==> src/hw/rtl/rdle_pkg.sv <==
// Shared constants, command codes and controller-to-datapath types for the deque list engine.
`default_nettype none

package rdle_pkg;

    localparam int LIST_DEPTH = 1024;
    localparam int ADDR_W     = $clog2(LIST_DEPTH);
    localparam int PTR_W      = $clog2(LIST_DEPTH + 1);
    localparam int VALUE_W    = 16;
    localparam int ACC_W      = VALUE_W + 4;

    localparam logic [VALUE_W-1:0] VALUE_MAX = {VALUE_W{1'b1}};

    localparam logic [1:0] CMD_CLEAR = 2'd0;
    localparam logic [1:0] CMD_LIST  = 2'd1;
    localparam logic [1:0] CMD_PROG  = 2'd2;
    localparam logic [1:0] CMD_READ  = 2'd3;

    localparam logic [7:0] CHAR_R     = 8'h52;
    localparam logic [7:0] CHAR_D     = 8'h44;
    localparam logic [7:0] CHAR_COMMA = 8'h2C;
    localparam logic [7:0] CHAR_OPEN  = 8'h5B;
    localparam logic [7:0] CHAR_CLOSE = 8'h5D;
    localparam logic [7:0] CHAR_ZERO  = 8'h30;
    localparam logic [7:0] CHAR_NINE  = 8'h39;

    // Strobes from the controller; at most one of the first four per cycle.
    typedef struct packed {
        logic clear;
        logic list_char;
        logic prog_char;
        logic read_req;
        logic load_out;
    } rdle_cmd_t;

endpackage

`default_nettype wire

==> src/hw/rtl/rdle_ctrl.sv <==
// Controller: accepts words, decodes commands and sequences reads into the result register.
`default_nettype none

module rdle_ctrl
    import rdle_pkg::*;
(
    input  wire logic       aclk,
    input  wire logic       aresetn,
    input  wire logic       s_tvalid,
    output logic            s_tready,
    input  wire logic [1:0] command,
    output logic            m_tvalid,
    input  wire logic       m_tready,
    output rdle_cmd_t       cmd
);

    typedef enum logic {
        ST_IDLE,
        ST_RESP
    } state_t;

    state_t state_reg;
    logic   out_valid_reg;
    logic   accept, out_free;

    assign s_tready = (state_reg == ST_IDLE);
    assign m_tvalid = out_valid_reg;
    assign accept   = s_tvalid && s_tready;
    assign out_free = !out_valid_reg || m_tready;

    always_comb begin
        cmd           = '0;
        cmd.clear     = accept && (command == CMD_CLEAR);
        cmd.list_char = accept && (command == CMD_LIST);
        cmd.prog_char = accept && (command == CMD_PROG);
        cmd.read_req  = accept && (command == CMD_READ);
        cmd.load_out  = (state_reg == ST_RESP) && out_free;
    end

    always_ff @(posedge aclk) begin
        if (!aresetn) begin
            state_reg     <= ST_IDLE;
            out_valid_reg <= 1'b0;
        end else begin
            unique case (state_reg)
                ST_IDLE: begin
                    if (m_tready) begin
                        out_valid_reg <= 1'b0;
                    end
                    if (cmd.read_req) begin
                        state_reg <= ST_RESP;
                    end
                end
                ST_RESP: begin
                    if (out_free) begin
                        out_valid_reg <= 1'b1;
                        state_reg     <= ST_IDLE;
                    end
                end
                default: begin
                    state_reg <= ST_IDLE;
                end
            endcase
        end
    end

endmodule

`default_nettype wire

==> config.mk <==
export PLATFORM = sky130hd
export DESIGN_NAME = rdle_ctrl
export DESIGN_NICKNAME = d
export VERILOG_FILES = /design/src/hw/rtl/rdle_pkg.sv /design/src/hw/rtl/rdle_ctrl.sv
export SDC_FILE = /design/constraint.sdc
export NUM_CORES = 1
export LEC_CHECK = 0
export ABC_AREA = 0
export CAP_MARGIN = 20
export CORE_AREA = 2 2 39 41
export DETAILED_ROUTE_END_ITERATION = 8
export DIE_AREA = 0 0 41 43
export DONT_BUFFER_PORTS = 1
export SLEW_MARGIN = 20
export SYNTH_ARGS = -nofsm -noshare
export SYNTH_HDL_FRONTEND = slang
export SYNTH_SLANG_ARGS = --single-unit
==> constraint.sdc <==
create_clock -name aclk -period 1 [get_ports aclk]
set_input_delay 0.25 -clock aclk [delete_from_list [all_inputs] [get_ports aclk]]
set_output_delay 0.25 -clock aclk [all_outputs]
set_load 0.005 [all_outputs]
## Yosys cells after proc, flatten, opt, wreduce, memory -nomap -nowiden

Index checks and enable logic that the tools add are counted.

| storage, ports and cells | value |
|---|---|
| register bits after elaboration | 2 |
| output and inout bits | 7 |

| operators by class | value |
|---|---|
| mux-type cells | 6 |
| equal/unequal tests | 5 |
| reductions and logical operators | 10 |
| bitwise operators | 1 |

Operators with widths:

| cell | number |
|---|---|
| 1-bit logical AND | 6 |
| 2-bit equality test, second input constant | 2 |
| 1-bit two-way mux | 4 |
| 2-bit by 1-bit != test with 1-bit output, second input constant | 2 |
| 1-bit one-hot mux with 2 select lines | 2 |
| 2-bit by 1-bit equality test with 1-bit output, second input constant | 1 |
| 2-bit logical NOT | 1 |
| 2-bit AND reduction | 1 |
| 1-bit logical NOT | 1 |
| 1-bit logical OR | 1 |
| 1-bit inverter | 1 |

## Logic depth before layout (Yosys ltp)

| depth | value |
|---|---|
| depth in word-level cells | 5 |
| mapped depth | 2 |
| mapped depth without buffers | 2 |

## Worst setup path after synthesis

Ideal clock, no wire load.

| timing | value |
|---|---|
| path kind | reg2out |
| from | register state_reg |
| to | output cmd[4] in the netlist's numbering |
| cell stages (with the launch flop) | 2 |
| arrival | 667 ps |
| setup slack | 83 ps |
| path buffers | 0 |
| required time | 750 ps |
| path through | dfxtp_1 -> nor4b_1 |

RTL lines:

| element | line | source |
|---|---|---|
| start: declaration | rdle_ctrl.sv:22 | `state_t state_reg;` |
| start signal: assignment | rdle_ctrl.sv:42 | `state_reg <= ST_IDLE;` |
| start signal: assignment | rdle_ctrl.sv:51 | `state_reg <= ST_RESP;` |
| start signal: assignment | rdle_ctrl.sv:57 | `state_reg <= ST_IDLE;` |
| end: declaration | rdle_ctrl.sv:14 | `output rdle_cmd_t cmd` |

==> results.md <==
- Final TNS setup: -451 ps
- Hold depth: 1
- Ant diodes: 0
- Worst skew pair latency: 220 ps
- Actual slew at the worst max-slew pin: 237 ps
- Total GRT Usage: 4.10%
- RSZ-0062 raised after global routing: true
- CP required: 750 ps
- R2R Path End: state_reg
- PnR worst setup slack: -102 ps
- Crit-path slowest cell: dfxtp_2
- Placed Cells: 29
- H-tree Lvls: 1
- Via/cell ratio: 3.69
- Clock sink count: 2
- Min-delay src: aresetn
- CTS buffer count: 3
- Max_slew headroom: 84.1%
- Syn Area/Cell: 10.5 µm²
- Final Net Count: 24
- Cells after Synth: 12
- R2R Setup Slk: 80 ps
- DRC: 0
- Via Count: 118
- Place WS: 49.7 ps
- Final period util: 110%
- VDD IR max: 0.000403 V
- Min Tclk post-route: 1100 ps
- Detail Route Antenna Nets: 0
- Worst stage delay on the critical path: 330 ps
- Initial antenna violation count: 0
- Die width: 41 µm
- Pin count of the biggest net entering global routing: 6
- Worst Hold Class: primary input to flip-flop
- Setup violators final: 5
- Fillers: 151
- Ys Warns: 0
- Die ar.: 1760 µm²
- Crit path DAT: 850 ps
- RR Startpoint: state_reg
- CP endpoint kind: output port
- Register area share after synthesis: 31.7%
- Setup Crit Path Kind: flip-flop to output port
- Final Non-Filler Cells: 32
- Boundary pin count: 13
- Max-slew violation count: 0
- Initial DRC Count: 0
- Congestion Overflow GR: 0
- Post-CTS setup buffer count: 0
- Cts hold-fix bufs: 0
- Number of global-route vias before repair: 106
- Die height: 43 µm
- Crit path cell chain: and4b_1
- First-pass GRT wire length: 400 µm
- Final clock skew: 2.25 ps
- WP buf/inv: 0
- Startpoint types: flip-flop
- Unique cell type count in the Yosys netlist: 10
- CTS tree: done
- Failing checks: negative setup slack
- Core box area: 1380 µm²
- Hold path endpoint: state_reg
- Cell Area, Synth: 126 µm²
- Area Overhead vs Synth: 46.5%
- Crit path max fanout: 5
- RePlAce Congestion: 0.527
- Routed len/inst: 9.56 µm
- CP delay by family, top: flip-flops
- Row count: 14
- Register bit total from synthesis: 2
- Drt first pass iters: 1
- R2R depth: 3
- Total nets after synthesis: 18
- Lkg Pwr: 0.0697 nW
- Clk Tree Root Cell: clkbuf_4
- Worst-path clk slew: 30 ps
- Layout Utilization: 13.4%
- Pwr Density: 1490 nW/µm²
- Total wire length: 306 µm
- Number of max-cap violations: 0
- Max clock buf depth: 2
- Fin. Hold Viols: 0
- IO Port Bufs: 0
- Share of cells above drive strength 1: 68.8%
- Max Clock Freq: 0.908 GHz
- Starting Density: 9.13%
- Status: finished, violations left
[cell type report]
cell class / count / area [µm²] / area share [%]
multi-input cells: 9 / 90.1 / 48.6
flip-flops and latches: 2 / 41.3 / 22.3
clock buffers: 3 / 22.5 / 12.2
well taps: 16 / 20.0 / 10.8
repair buffers: 1 / 7.51 / 4.05
inverters: 1 / 3.75 / 2.03
[worst max path at each step]
stage	from	to	cells after the start
after floorplan	state_reg	cmd[4]	1
after global placement	state_reg	cmd[4]	1
after detailed placement	state_reg	cmd[4]	1
after CTS	state_reg	cmd[1]	1
after global routing	state_reg	cmd[4]	1
final	state_reg	cmd[1]	1
[repair_timing]
item                                   CTS  global route
setup endpoints to repair                6             6
pin swaps                                1             1
endpoints found under the hold margin    0             0
gates cloned                             0             0
resized for setup                        4             0
[stage by stage]
stage | total power, mW | instance area, µm² | hold WS (ps)
4_1_cts | 0.289 | 185 | 137
3_5_place_dp | 0.103 | 154 | 373
6_report | 0.276 | 185 | 147
2_1_floorplan | 0.0992 | 126 | 367
3_3_place_gp | 0.103 | 154 | 370
5_1_grt | 0.304 | 185 | 145
[Yosys cell counts (all sizes together)]
library cell  number  area, µm²
o21a               1       7.51
and4b              1       10.0
a21boi             1       7.51
and2               1       7.51
and4bb             2       25.0
nand2b             1       6.26
and3b              1       10.0
inv                1       3.75
nor4b              1       8.76
dfxtp              2       40.0
[logic make-up after synthesis]
group	count (synthesis)	synth area share (%)
compound gates	2	11.9
buf+inv	1	2.97
flops	2	31.7
simple gates	7	53.5
[power by group]
group / switching, mW / internal, mW / total (mW)
combinational: 0.00643 / 0.0124 / 0.0189
sequential: 0.00221 / 0.0829 / 0.0851
clock: 0.0405 / 0.132 / 0.172
total: 0.0491 / 0.227 / 0.276
[cells in the final DEF, fill, tap and decap left out]
cell / synthesis / routed
a21boi_0: 1 / 1
and2_4: 0 / 1
and3b_2: 1 / 1
and4b_1: 1 / 1
and4bb_2: 2 / 2
buf_4: 0 / 1
clkbuf_4: 0 / 3
dfxtp_1: 2 / 1
dfxtp_2: 0 / 1
inv_2: 0 / 1
nand2b_1: 1 / 1
nor4b_2: 0 / 1
o21a_1: 1 / 1
[routing by layer]
| layer | GRT usage [%] | share of wire, % | up-vias |
|---|---|---|---|
| met5 | 0 | 0 | - |
| met4 | 6.00 | 0 | 0 |
| met3 | 4.19 | 19 | 0 |
| met2 | 5.00 | 48 | 10 |
| met1 | 2.54 | 33 | 53 |
| li1 | - | - | 55 |
Power figures use the tool's default switching activity.
